===== src/rtl/rsp_pkg.sv =====
// shared types and register constants for the rule slot prefilter
`default_nettype none

package rsp_pkg;

    // field widths
    localparam int unsigned FIELD_W = 16;
    localparam int unsigned LIMIT_W = 15;

    // configuration port
    localparam int unsigned APB_ADDR_W = 3;
    localparam int unsigned APB_DATA_W = 32;

    // register index, taken from paddr[2]
    typedef enum logic [0:0] {
        REG_THREE_ALT = 1'b0,
        REG_SUPERFORM = 1'b1
    } reg_idx_t;

    // reset values of the registers
    localparam logic               THREE_ALT_RST = 1'b1;
    localparam logic [LIMIT_W-1:0] SUPERFORM_RST = 15'd19;

    // per-rule checking state
    typedef struct packed {
        logic class_done;
        logic form_done;
        logic rejected;
    } flags_t;

endpackage

`default_nettype wire


===== src/rtl/rsp_elem_check.sv =====
// compare logic for one rule element against the candidates of one word
`default_nettype none

module rsp_elem_check (
    input  wire logic                                  three_alt,
    input  wire logic [rsp_pkg::LIMIT_W-1:0]           superform_limit,
    input  wire rsp_pkg::flags_t                       flags,
    input  wire logic signed [rsp_pkg::FIELD_W-1:0]    rule_class,
    input  wire logic signed [rsp_pkg::FIELD_W-1:0]    rule_form,
    input  wire logic signed [rsp_pkg::FIELD_W-1:0]    word_class_a,
    input  wire logic signed [rsp_pkg::FIELD_W-1:0]    word_class_b,
    input  wire logic signed [rsp_pkg::FIELD_W-1:0]    word_class_c,
    input  wire logic signed [rsp_pkg::FIELD_W-1:0]    word_form_a,
    input  wire logic signed [rsp_pkg::FIELD_W-1:0]    word_form_b,
    input  wire logic signed [rsp_pkg::FIELD_W-1:0]    word_form_c,
    output rsp_pkg::flags_t                            flags_next
);

    logic class_zero;
    logic class_pos;
    logic class_hit;
    logic form_zero;
    logic form_pos;
    logic form_in_range;
    logic form_hit;
    logic class_miss;
    logic form_miss;

    // classify the rule values
    assign class_zero    = (rule_class == '0);
    assign class_pos     = !rule_class[rsp_pkg::FIELD_W-1] && !class_zero;
    assign form_zero     = (rule_form == '0);
    assign form_pos      = !rule_form[rsp_pkg::FIELD_W-1] && !form_zero;
    assign form_in_range = (rule_form[rsp_pkg::LIMIT_W-1:0] <= superform_limit);

    // candidate match, slots b and c only in three-slot mode
    assign class_hit = (rule_class == word_class_a) ||
                       (three_alt && ((rule_class == word_class_b) ||
                                      (rule_class == word_class_c)));
    assign form_hit  = (rule_form == word_form_a) ||
                       (three_alt && ((rule_form == word_form_b) ||
                                      (rule_form == word_form_c)));

    assign class_miss = !flags.class_done && class_pos && !class_hit;
    assign form_miss  = !flags.form_done && form_pos && form_in_range && !form_hit;

    // next flags
    always_comb begin
        flags_next.class_done = flags.class_done || class_zero;
        flags_next.form_done  = flags.form_done || form_zero;
        flags_next.rejected   = flags.rejected || class_miss || form_miss;
    end

endmodule

`default_nettype wire


===== src/rtl/rule_slot_prefilter.sv =====
// rule slot prefilter top level: input register, element check, verdict register
//
//  channel  | handshake          | payload
//  ---------+--------------------+---------------------------------------------
//  s_       | s_valid / s_ready  | rule_class, rule_form, word_class_a..c,
//           |                    | word_form_a..c, last_element
//  m_       | m_valid / m_ready  | verdict (0 possible match, 1 rejected)
//  apb      | psel / penable     | three_alternatives @0x0, superform_limit @0x4
//
// one item per cycle while no last element waits on the result register; each item
// passes the input register, and the verdict of a last element is registered in the
// result register as that element leaves the input register.
// reset clears the handshake state and the per-rule flags and loads register
// defaults. a waiting verdict stalls only a following last element; other
// items keep flowing and update the flags.
`default_nettype none

module rule_slot_prefilter #(
    parameter logic                            THREE_ALT_INIT = rsp_pkg::THREE_ALT_RST,
    parameter logic [rsp_pkg::LIMIT_W-1:0]     SUPERFORM_INIT = rsp_pkg::SUPERFORM_RST
) (
    input  wire logic                                  aclk,
    input  wire logic                                  aresetn,
    // input items
    input  wire logic                                  s_valid,
    output logic                                       s_ready,
    input  wire logic signed [rsp_pkg::FIELD_W-1:0]    s_rule_class,
    input  wire logic signed [rsp_pkg::FIELD_W-1:0]    s_rule_form,
    input  wire logic signed [rsp_pkg::FIELD_W-1:0]    s_word_class_a,
    input  wire logic signed [rsp_pkg::FIELD_W-1:0]    s_word_class_b,
    input  wire logic signed [rsp_pkg::FIELD_W-1:0]    s_word_class_c,
    input  wire logic signed [rsp_pkg::FIELD_W-1:0]    s_word_form_a,
    input  wire logic signed [rsp_pkg::FIELD_W-1:0]    s_word_form_b,
    input  wire logic signed [rsp_pkg::FIELD_W-1:0]    s_word_form_c,
    input  wire logic                                  s_last_element,
    // result items
    output logic                                       m_valid,
    input  wire logic                                  m_ready,
    output logic                                       m_verdict,
    // configuration
    input  wire logic                                  psel,
    input  wire logic                                  penable,
    input  wire logic                                  pwrite,
    input  wire logic [rsp_pkg::APB_ADDR_W-1:0]        paddr,
    input  wire logic [rsp_pkg::APB_DATA_W-1:0]        pwdata,
    output logic [rsp_pkg::APB_DATA_W-1:0]             prdata,
    output logic                                       pready
);

    // configuration registers
    logic                           three_alt_reg;
    logic [rsp_pkg::LIMIT_W-1:0]    superform_reg;
    rsp_pkg::reg_idx_t              reg_idx;
    logic                           cfg_write;

    // input register
    logic                                  in_valid_reg;
    logic signed [rsp_pkg::FIELD_W-1:0]    rule_class_reg;
    logic signed [rsp_pkg::FIELD_W-1:0]    rule_form_reg;
    logic signed [rsp_pkg::FIELD_W-1:0]    word_class_a_reg;
    logic signed [rsp_pkg::FIELD_W-1:0]    word_class_b_reg;
    logic signed [rsp_pkg::FIELD_W-1:0]    word_class_c_reg;
    logic signed [rsp_pkg::FIELD_W-1:0]    word_form_a_reg;
    logic signed [rsp_pkg::FIELD_W-1:0]    word_form_b_reg;
    logic signed [rsp_pkg::FIELD_W-1:0]    word_form_c_reg;
    logic                                  last_reg;

    // per-rule state and result register
    rsp_pkg::flags_t    flags_reg;
    rsp_pkg::flags_t    flags_next;
    logic               out_valid_reg;
    logic               verdict_reg;

    logic out_free;
    logic advance;
    logic in_take;

    // apb decode
    assign reg_idx   = rsp_pkg::reg_idx_t'(paddr[2]);
    assign cfg_write = psel && penable && pwrite;
    assign pready    = 1'b1;

    always_ff @(posedge aclk) begin
        if (!aresetn) begin
            three_alt_reg <= THREE_ALT_INIT;
            superform_reg <= SUPERFORM_INIT;
        end else if (cfg_write) begin
            case (reg_idx)
                rsp_pkg::REG_THREE_ALT: three_alt_reg <= pwdata[0];
                rsp_pkg::REG_SUPERFORM: superform_reg <= pwdata[rsp_pkg::LIMIT_W-1:0];
                default: ;
            endcase
        end
    end

    // register read back
    always_comb begin
        case (reg_idx)
            rsp_pkg::REG_THREE_ALT:
                prdata = {{(rsp_pkg::APB_DATA_W-1){1'b0}}, three_alt_reg};
            rsp_pkg::REG_SUPERFORM:
                prdata = {{(rsp_pkg::APB_DATA_W-rsp_pkg::LIMIT_W){1'b0}}, superform_reg};
            default:
                prdata = '0;
        endcase
    end

    // flow control: a non-last element never waits for the result slot
    assign out_free = !out_valid_reg || m_ready;
    assign advance  = in_valid_reg && (!last_reg || out_free);
    assign s_ready  = !in_valid_reg || advance;
    assign in_take  = s_valid && s_ready;

    // input register
    always_ff @(posedge aclk) begin
        if (!aresetn) begin
            in_valid_reg <= 1'b0;
        end else if (s_ready) begin
            in_valid_reg <= s_valid;
        end
    end

    always_ff @(posedge aclk) begin
        if (in_take) begin
            rule_class_reg   <= s_rule_class;
            rule_form_reg    <= s_rule_form;
            word_class_a_reg <= s_word_class_a;
            word_class_b_reg <= s_word_class_b;
            word_class_c_reg <= s_word_class_c;
            word_form_a_reg  <= s_word_form_a;
            word_form_b_reg  <= s_word_form_b;
            word_form_c_reg  <= s_word_form_c;
            last_reg         <= s_last_element;
        end
    end

    // element check
    rsp_elem_check u_check (
        .three_alt       (three_alt_reg),
        .superform_limit (superform_reg),
        .flags           (flags_reg),
        .rule_class      (rule_class_reg),
        .rule_form       (rule_form_reg),
        .word_class_a    (word_class_a_reg),
        .word_class_b    (word_class_b_reg),
        .word_class_c    (word_class_c_reg),
        .word_form_a     (word_form_a_reg),
        .word_form_b     (word_form_b_reg),
        .word_form_c     (word_form_c_reg),
        .flags_next      (flags_next)
    );

    // rule state, cleared once the verdict is taken into the result register
    always_ff @(posedge aclk) begin
        if (!aresetn) begin
            flags_reg <= '0;
        end else if (advance) begin
            if (last_reg) begin
                flags_reg <= '0;
            end else begin
                flags_reg <= flags_next;
            end
        end
    end

    // result register
    always_ff @(posedge aclk) begin
        if (!aresetn) begin
            out_valid_reg <= 1'b0;
        end else if (advance && last_reg) begin
            out_valid_reg <= 1'b1;
        end else if (m_ready) begin
            out_valid_reg <= 1'b0;
        end
    end

    always_ff @(posedge aclk) begin
        if (advance && last_reg) begin
            verdict_reg <= flags_next.rejected;
        end
    end

    assign m_valid   = out_valid_reg;
    assign m_verdict = verdict_reg;

`ifndef SYNTHESIS
    // a new verdict only follows a last element leaving the input register
    a_verdict_source: assert property (@(posedge aclk) disable iff (!aresetn)
        $rose(out_valid_reg) |-> $past(in_valid_reg && last_reg))
        else $error("verdict without a last element");

    // the rule state starts clean after every verdict
    a_flags_cleared: assert property (@(posedge aclk) disable iff (!aresetn)
        (advance && last_reg) |=> (flags_reg == '0))
        else $error("rule state not cleared after verdict");

    // a rejection holds for the rest of the rule
    a_reject_sticky: assert property (@(posedge aclk) disable iff (!aresetn)
        (advance && !last_reg && flags_reg.rejected) |=> flags_reg.rejected)
        else $error("rejection lost within a rule");

    // a last element never overwrites a waiting verdict
    a_no_overwrite: assert property (@(posedge aclk) disable iff (!aresetn)
        (advance && last_reg) |-> (!out_valid_reg || m_ready))
        else $error("verdict overwritten");
`endif

endmodule

`default_nettype wire


===== config.mk =====
export PLATFORM = sky130hd
export DESIGN_NAME = rule_slot_prefilter
export DESIGN_NICKNAME = d
export VERILOG_FILES = /design/src/rtl/rsp_pkg.sv /design/src/rtl/rsp_elem_check.sv /design/src/rtl/rule_slot_prefilter.sv
export SDC_FILE = /design/constraint.sdc
export NUM_CORES = 1
export LEC_CHECK = 0
export ABC_AREA = 0
export BUFFER_PORTS_ARGS = -buffer_cell sky130_fd_sc_hd__clkbuf_2
export CAP_MARGIN = 20
export CORE_MARGIN = 10
export CORE_UTILIZATION = 42
export DETAILED_ROUTE_END_ITERATION = 16
export MAX_ROUTING_LAYER = met4
export PLACE_DENSITY = 0.79
export SLEW_MARGIN = 5
export SYNTH_ARGS = -nofsm -noshare
export SYNTH_HDL_FRONTEND = slang
export SYNTH_SLANG_ARGS = --single-unit

===== constraint.sdc =====
create_clock -name aclk -period 10 [get_ports aclk]
set_clock_uncertainty 0.1 [all_clocks]
set_input_delay 2 -clock aclk [delete_from_list [all_inputs] [get_ports aclk]]
set_output_delay 2 -clock aclk [all_outputs]
set_load 0.02 [all_outputs]

Yosys cells after proc, flatten, opt, wreduce, memory -nomap -nowiden. Index checks and enable logic that the tools add are counted.

Bits of input ports: 171. Register bits: 151. Logic and storage cells: 70.

Eq/ne operators: 6. Reductions and logical operators: 41. Mux-type cells: 4. $lt $le $gt $ge: 1. Bitwise logic cells: 1.

Operator list (count): equality test 16 bit (6); one-hot mux 32 bit (2 select lines) (1); zero test 16 bit (2); less-or-equal comparator 15 bit (1); logical AND 1 bit (14); zero test 1 bit (11); logical OR 1 bit (11); AND reduction 2 bit (2); 2-to-1 mux 3 bit (1); 2-to-1 mux 1 bit (2); nonzero test 2 bit (1); NOT 1 bit (1).

Logic depth before layout (Yosys ltp). Gate-level depths: netlist (run 1).

Word-level depth: 9. Depth in mapped cells: 9.

By module. A second synthesis (run 1) with hierarchy kept.

Cells, all modules: 458. Area total of the unflattened synthesis: 6588.8 um^2.

By module, submodules not included: rule_slot_prefilter (instances 1, cells each 262, area each 5064.9 um^2); rsp_elem_check (instances 1, cells each 196, area each 1524.0 um^2).

Worst setup path before layout (run 1). No wires, ideal clock.

Kind: in2reg. Start: input port m_ready. End: register last_reg, enable pin. Stages on the path: 2. Buffers on the path: 0. Arrival time: 8.511 ns. Setup slack: 0.695 ns. Required time: 9.206 ns. Cells stage by stage: nor2b_1 > a31oi_1.

Longest elaborated chain between the ends: 5.

RTL lines: from (decl) (line rule_slot_prefilter.sv:38) `input wire logic m_ready,`; logical OR 1 bit (line rule_slot_prefilter.sv:109) `assign out_free = !out_valid_reg || m_ready;`; logical OR 1 bit (line rule_slot_prefilter.sv:110) `assign advance = in_valid_reg && (!last_reg || out_free);`; logical AND 1 bit (line rule_slot_prefilter.sv:110); logical OR 1 bit (line rule_slot_prefilter.sv:111) `assign s_ready = !in_valid_reg || advance;`; logical AND 1 bit (line rule_slot_prefilter.sv:112) `assign in_take = s_valid && s_ready;`; named net in_take (line rule_slot_prefilter.sv:76) `logic in_take;`; to (signal assigned) (line rule_slot_prefilter.sv:133) `last_reg <= s_last_element;`; to (decl) (line rule_slot_prefilter.sv:66) `logic last_reg;`.

The timed path passes the listed nets, and every way through them passes these cells. A chain may end at the register's enable or synchronous reset.

Final worst setup path (run 1).
Start: input port paddr[2] in the netlist's numbering. End: output port prdata[6] in the netlist's numbering.

Longest elaborated chain between the ends: 2.

RTL lines: from (decl) (line rule_slot_prefilter.sv:44) `input wire logic [rsp_pkg::APB_ADDR_W-1:0] paddr,`; NOT 1 bit; one-hot mux 32 bit (2 select lines) * (line rule_slot_prefilter.sv:98) `case (reg_idx)`; to (decl) (line rule_slot_prefilter.sv:46) `output logic [rsp_pkg::APB_DATA_W-1:0] prdata,`.

Mark *: on every way between the ends. The rest lies on a longest branch, timed or not. The select of a mux whose other input is x is not followed.

==> summary.md, run 1 <==
| Metric | Value |
|---|---|
| Pre-CTS WS | 5.155 ns |
| Largest net degree at the start of global routing | 94 |
| ANT cells | 0 |
| CP arrival | 2.75 ns |
| First-pass GRT wire length | 24180 um |
| Least-Margin Pin Slew | 0.6443 ns |
| P_leak | 0.003083 uW |
| Gpl congestion | 0.8739 |
| Die area | 0.02069 mm2 |
| GRT overflow | 0 |
| CP Launch Type | primary input |
| Synth Register Bits | 151 |
| Post-CTS Resized | 0 |
| Post-CTS setup buffers | 0 |
| Clock buffer depth | 2 |
| Most common cell after layout, fill and taps aside | clkbuf_2 |
| Drt initial violations | 241 |
| Sequential share of the synthesized area | 67.15% |
| Die height | 143.8 um |
| Fin util | 53.60% |
| Unrepaired setup endpoints after global routing | no |
| Final Non-Filler Cells | 838 |
| Hold buffer count at CTS | 0 |
| CP Capture Type | output pin |
| Sw frac | 21.96% |
| Ports | 207 |
| Gr busiest metal | met2 |
| Psw | 337.6 uW |
| Row count | 45 |
| Worst-path clk slew | 0.06 ns |
| Clock power share | 43.7% |
| Htree depth | 4 |
| Met2 global-route usage | 26.84% |
| CP required | 7.90 ns |
| Cell count after placement | 805 |
| Crit Path Category | primary input to output pin |
| WL/cell | 19.29 um |
| Fin crit share | 48.53% |
| Status | finished clean |
| Crit Path Max Fanout | 15 |
| Hold WC Path Type | flop to flop |
| Clk_lat worst skew | 0.42 ns |
| Pwr/cell area | 190.1 mW/mm2 |
| Core area | 0.01509 mm2 |
| Clk root buf | clkbuf_16 |
| Routed WL | 16170 um |
| Vias | 4179 |
| Most frequent cells in the layout | 169 x clkbuf_2, 130 x edfxtp_1, 96 x xnor2_1 |
| Syn Inst Count | 456 |
| Setup TNS | 0 ns |
| Vias in the first global route | 4583 |
| Synthesized cell area | 0.006440 mm2 |
| Via/cell ratio | 4.987 |
| Final Hold Vio Count | 0 |
| Worst setup margin | 5.147 ns |
| All-Layer GR Usage | 16.03% |
| Sequential power share | 48.7% |
| Peak VDD IR | 123.1 uV |
| Fin. max-slew vios | 0 |
| Final min period | 4.853 ns |
| Gate power share | 7.5% |
| DP HPWL | 12670 um |
| Synth warn | 0 |
| TritonCTS Sinks | 151 |
| Residual DRC | 0 |
| CTS tree | yes |
| Final Net Count | 823 |
| GR Layer Usage met1 | 18.29% |
| Relative slew slack | 57.00% |
| Fraction of layout cells with a size suffix above 1 | 31.69% |
| TritonCTS Buffers | 17 |
| Setup-failing EPs final | 0 |
| Layout area overhead | 25.59% |
| Antenna violations before repair | 0 |
| ANT nets after route | 0 |
| Achievable clock frequency | 206.0 MHz |
| Cell Int Power | 1200 uW |
| Met3 GRT Util | 4.818% |
| Initial core utilization | 42.68% |
| Port Buf Inserts | 169 |
| Die Width | 143.8 um |
| Number of max-cap violations | 0 |
| Synthesized area per cell | 14.12 um2 |
| Detailed Routing Iterations Pass 1 | 5 |
| Post-synth cell types | 37 |
layout make-up:
cell class / instances / area [um2]
clock buffers: 18 / 429.2
clock inverters: 14 / 196.4
fillers: 1289 / 7002
inverters: 18 / 67.56
multi-input cells: 277 / 1947
flip-flops and latches: 151 / 4324
well taps: 188 / 235.2
repair buffers: 172 / 888.4
layer usage:
layer  share of wire (%)  up-vias
li1                    -     1988
met1                  42     1988
met2                  50      180
met3                 6.9       23
met4                 1.2        0
met5                   0        -
power by group through the flow:
| stage | clock network, uW | logic, uW | registers [uW] |
|---|---|---|---|
| final | 672 | 116 | 749 |
| after global routing | 714 | 128 | 753 |
| after detailed placement | 0 | 115 | 763 |
| after floorplan | 0 | 73.9 | 759 |
| after global placement | 0 | 109 | 762 |
| after CTS | 685 | 116 | 750 |
final timing paths:
check                         start                end  slack, ns  depth (start not counted)
setup / recovery           paddr[2]          prdata[6]       5.15                          4
hold / removal    superform_reg[11]  superform_reg[11]       0.37                          2
setup reg to reg            m_valid   rule_form_reg[9]       7.66                          5
hold reg to reg   superform_reg[11]  superform_reg[11]       0.37                          2
cells by family (layout without fill, tap and decap cells):
logic type / Yosys count / count (layout) / synth area share, %
other cells: 2 / 18 / 0.1166
mux: 1 / 1 / 0.1748
buf+inv: 44 / 222 / 3.788
flops: 151 / 151 / 67.15
compound gates: 39 / 39 / 4.430
xor+xnor: 96 / 96 / 13.06
fa+ha+maj: 15 / 15 / 2.914
simple gates: 108 / 108 / 8.374
metrics by stage:
stage | hold slack [ns] | instance area [um2] | total power [uW]
6_report | 0.3715 | 8088 | 1538
2_1_floorplan | 0.3435 | 6500 | 833.2
5_1_grt | 0.3965 | 8088 | 1594
3_5_place_dp | 0.3673 | 7435 | 878.1
3_3_place_gp | 0.3526 | 7435 | 870.8
4_1_cts | 0.3760 | 8060 | 1551
worst max-delay path, stage by stage:
cell      delay, ns
clkbuf_2       0.12
inv_1          0.36
nor2_1         0.10
clkbuf_2       0.18
synth_stat cells (all sizes together):
master | n | area (um2)
buf | 20 | 151.4
nor3 | 3 | 15.01
a211oi | 2 | 15.01
o21a | 1 | 7.510
nand4 | 27 | 168.9
clkbuf | 6 | 25.02
xnor2 | 96 | 840.8
a31oi | 1 | 6.260
nor4 | 14 | 93.84
ha | 15 | 187.7
conb | 2 | 7.510
o31ai | 2 | 15.01
inv | 18 | 67.56
nor2 | 21 | 81.33
a21boi | 15 | 112.6
a21o | 1 | 7.510
edfxtp | 130 | 3904
a41o | 2 | 20.02
dfxtp | 21 | 420.4
o211ai | 2 | 15.01
mux2 | 1 | 11.26
nand2 | 32 | 120.1
a21oi | 4 | 20.02
o21ai | 5 | 25.02
a32oi | 1 | 8.760
a32o | 1 | 10.01
nand3 | 8 | 40.04
o2111a | 2 | 22.52
nand3b | 1 | 7.510
nor2b | 2 | 12.51
No activity file was read; power rests on OpenSTA's default activity.
==> run 2, diff against run 1 <==
- ABC_AREA: 0 -> 1
- PLACE_DENSITY: 0.79 -> 0.78
- clock period: 10 -> 4.9 ns (I/O delays scaled with it)
==> summary.md, run 2 <==
| Metric | Value |
|---|---|
| Worst setup margin | 2.044 ns (was 5.147 ns) |
| Final Hold Vio Count | 0 (unchanged) |
| Vias in the first global route | 5266 (was 4583) |
| Synthesized area per cell | 9.595 um2 (was 14.12 um2) |
| ANT nets after route | 0 (unchanged) |
| Unrepaired setup endpoints after global routing | no (unchanged) |
| Die area | 0.02240 mm2 (was 0.02069 mm2) |
| Share of the synthesized area in the top cell type | 55.28% (was 60.62%) |
| Layout area overhead | 23.14% (was 25.59%) |
| CP required | 3.82 ns (was 7.90 ns) |
| CP Capture Type | output pin (unchanged) |
| Initial core utilization | 42.73% (was 42.68%) |
| Fin area | 0.008696 mm2 (was 0.008088 mm2) |
| CTS tree | yes (unchanged) |
| Largest net degree at the start of global routing | 67 (was 94) |
| Sequential share of the synthesized area | 61.23% (was 67.15%) |
| Crit Path Category | primary input to output pin (unchanged) |
| Leading area contributor after synthesis | edfxtp_1 (unchanged) |
| Least-Margin Pin Slew | 0.8273 ns (was 0.6443 ns) |
| Residual DRC | 0 (unchanged) |
| Worst-path clk slew | 0.06 ns (about the same) |
| TritonCTS Buffers | 17 (unchanged) |
| Most frequent cells in the layout | 232 x nand2_1, 169 x clkbuf_2, 130 x edfxtp_1 (was 169 x clkbuf_2, 130 x edfxtp_1, 96 x xnor2_1) |
| Core area | 0.01652 mm2 (was 0.01509 mm2) |
| Pwr/cell area | 353.6 mW/mm2 (was 190.1 mW/mm2) |
| Clk root buf | clkbuf_16 (unchanged) |
| Detailed Routing Iterations Pass 1 | 5 (unchanged) |
| Most common cell after layout, fill and taps aside | nand2_1 (was clkbuf_2) |
| Post-synth cell types | 28 (was 37) |
| Die Width | 149.7 um (was 143.8 um) |
| Post-CTS setup buffers | 0 (unchanged) |
| Routed WL | 16650 um (was 16170 um) |
| Number of max-cap violations | 0 (unchanged) |
| Final min period | 2.856 ns |
| Post-synth EDFFs | 130 (unchanged) |
| Synthesized cell area | 0.007062 mm2 (was 0.006440 mm2) |
| Gpl congestion | 0.8233 (was 0.8739) |
| Post-synth top cells | 232 x nand2_1, 130 x edfxtp_1, 106 x inv_1, 77 x nor2_1, 33 x xor2_1 (was 130 x edfxtp_1, 96 x xnor2_1, 32 x nand2_1, 27 x nand4_1, 21 x dfxtp_1) |
| Clock buffer depth | 2 (unchanged) |
| Most common cell in the netlist | nand2_1 (was edfxtp_1) |
| CP Launch Type | primary input (unchanged) |
| Main synth FF type | edfxtp_1 (unchanged) |
| All-Layer GR Usage | 15.62% (was 16.03%) |
| Placed Area | 0.008109 mm2 (was 0.007435 mm2) |
| Row count | 47 (was 45) |
| Total design power | 3074 uW (was 1538 uW) |
| P_leak | 0.004209 uW (was 0.003083 uW) |
| Peak VDD IR | 250.8 uV (was 123.1 uV) |
| Crit Path Max Fanout | 18 (was 15) |
| Final Net Count | 1104 (was 823) |
| Die height | 149.7 um (was 143.8 um) |
| Fraction of layout cells with a size suffix above 1 | 23.95% (was 31.69%) |
| Clk_lat worst skew | 0.42 ns (about the same) |
| TritonCTS Sinks | 151 (unchanged) |
| Synth Register Bits | 151 (unchanged) |
| CP arrival | 1.78 ns (was 2.75 ns) |
| Drt initial violations | 235 (was 241) |
| Vias | 5127 (was 4179) |
| Setup TNS | 0 ns (unchanged) |
| Achievable clock frequency | 350.2 MHz |
| WL/cell | 14.44 um (was 19.29 um) |
| Synth warn | 0 (unchanged) |
| Fin crit share | 58.28% |
| DP HPWL | 13030 um (was 12670 um) |
| Setup-failing EPs final | 0 (unchanged) |
| Synth top area cells | edfxtp_1 55%, nand2_1 12%, dfxtp_1 6.0% (was edfxtp_1 61%, xnor2_1 13%, dfxtp_1 6.5%) |
| Htree depth | 4 (unchanged) |
| Port Buf Inserts | 169 (unchanged) |
| Hold buffer count at CTS | 0 (unchanged) |
| Antenna violations before repair | 2 (was 0) |
| Ports | 207 (unchanged) |
| GRT overflow | 0 (unchanged) |
| Post-CTS Resized | 0 (unchanged) |
| Hold WC Path Type | flop to flop (unchanged) |
| Async SR Flop Fraction | 0% (unchanged) |
| Via/cell ratio | 4.447 (was 4.987) |
| Relative slew slack | 44.85% (was 57.00%) |
| First-pass GRT wire length | 26340 um (was 24180 um) |
| Pre-CTS WS | 2.018 ns (was 5.155 ns) |
| Fin. max-slew vios | 0 (unchanged) |
| Status | finished clean (unchanged) |
| Syn Inst Count | 736 (was 456) |
==> run 2: cell types whose count changed after synthesis, moves of 3 or more <==
| cell | delta |
|---|---|
| nand4_1 | -21 |
| xor2_1 | +33 |
| inv_1 | +88 |
| nand2_1 | +200 |
| nor3_1 | -3 |
| a21oi_1 | +17 |
| inv_2 | +20 |
| a21boi_0 | -14 |
| nor2_1 | +57 |
| o21ai_0 | +10 |
| nor4_1 | -13 |
| xnor2_1 | -84 |
==> run 2: path summary, 6_finish.rpt <==
check / from / endpoint / slack [ns] / depth (start not counted)
setup / recovery: paddr[2] / prdata[0] / 2.04 / 5
setup reg to reg: last_reg / word_form_c_reg[13] / 2.74 / 4
hold reg to reg: flags_reg[2] / flags_reg[2] / 0.38 / 2
hold / removal: flags_reg[2] / flags_reg[2] / 0.38 / 2
==> run 2: critical path, cell delays in order <==
cell	delay [ns]
clkbuf_2	0.38
inv_1	0.13
nand2_1	0.08
nand2_1	0.05
clkbuf_2	0.16
==> run 2: cell type report <==
| type | count | area [um2] |
|---|---|---|
| fill | 1456 | 7829 |
| inverter | 127 | 479.2 |
| timing repair buffer | 170 | 865.8 |
| antenna | 2 | 5.005 |
| tap | 220 | 275.3 |
| sequential | 151 | 4324 |
| multi-input combinational | 451 | 2165 |
| clock buffer | 24 | 481.7 |
| clock inverter | 8 | 100.1 |
==> run 2: stage by stage <==
| stage | util (%) | cells | hold slack, ns |
|---|---|---|---|
| after floorplan | - | 752 | 0.3278 |
| after global placement | 49.07 | 1119 | 0.3428 |
| after global routing | 52.62 | 1153 | 0.4165 |
| final | 52.62 | 1153 | 0.3768 |
| after detailed placement | 49.07 | 1119 | 0.3559 |
| after CTS | 52.59 | 1151 | 0.3696 |
==> run 2: logic make-up (layout without fill, tap and decap cells) <==
kind of cell,Yosys count,in the layout,share of synthesized area [%]
xor+xnor,45,45,5.581
buf+inv,150,329,8.965
compound gates,42,42,3.136
fa+ha+maj,15,15,2.658
simple gates,331,331,18.32
flops,151,151,61.23
other cells,2,20,0.1063
==> run 2: power breakdown <==
group | switching (uW) | internal [uW] | leakage [uW]
registers | 48.6 | 1480 | 0.00144
logic | 157 | 114 | 0.00249
clock network | 491 | 788 | 0.000274
total | 696 | 2380 | 0.00421
==> run 2: routing by layer <==
layer,global-route usage (%),wire (um)
met1,18.14,7055
met2,25.64,8206
met3,3.442,921
met4,6.754,465
met5,-,0
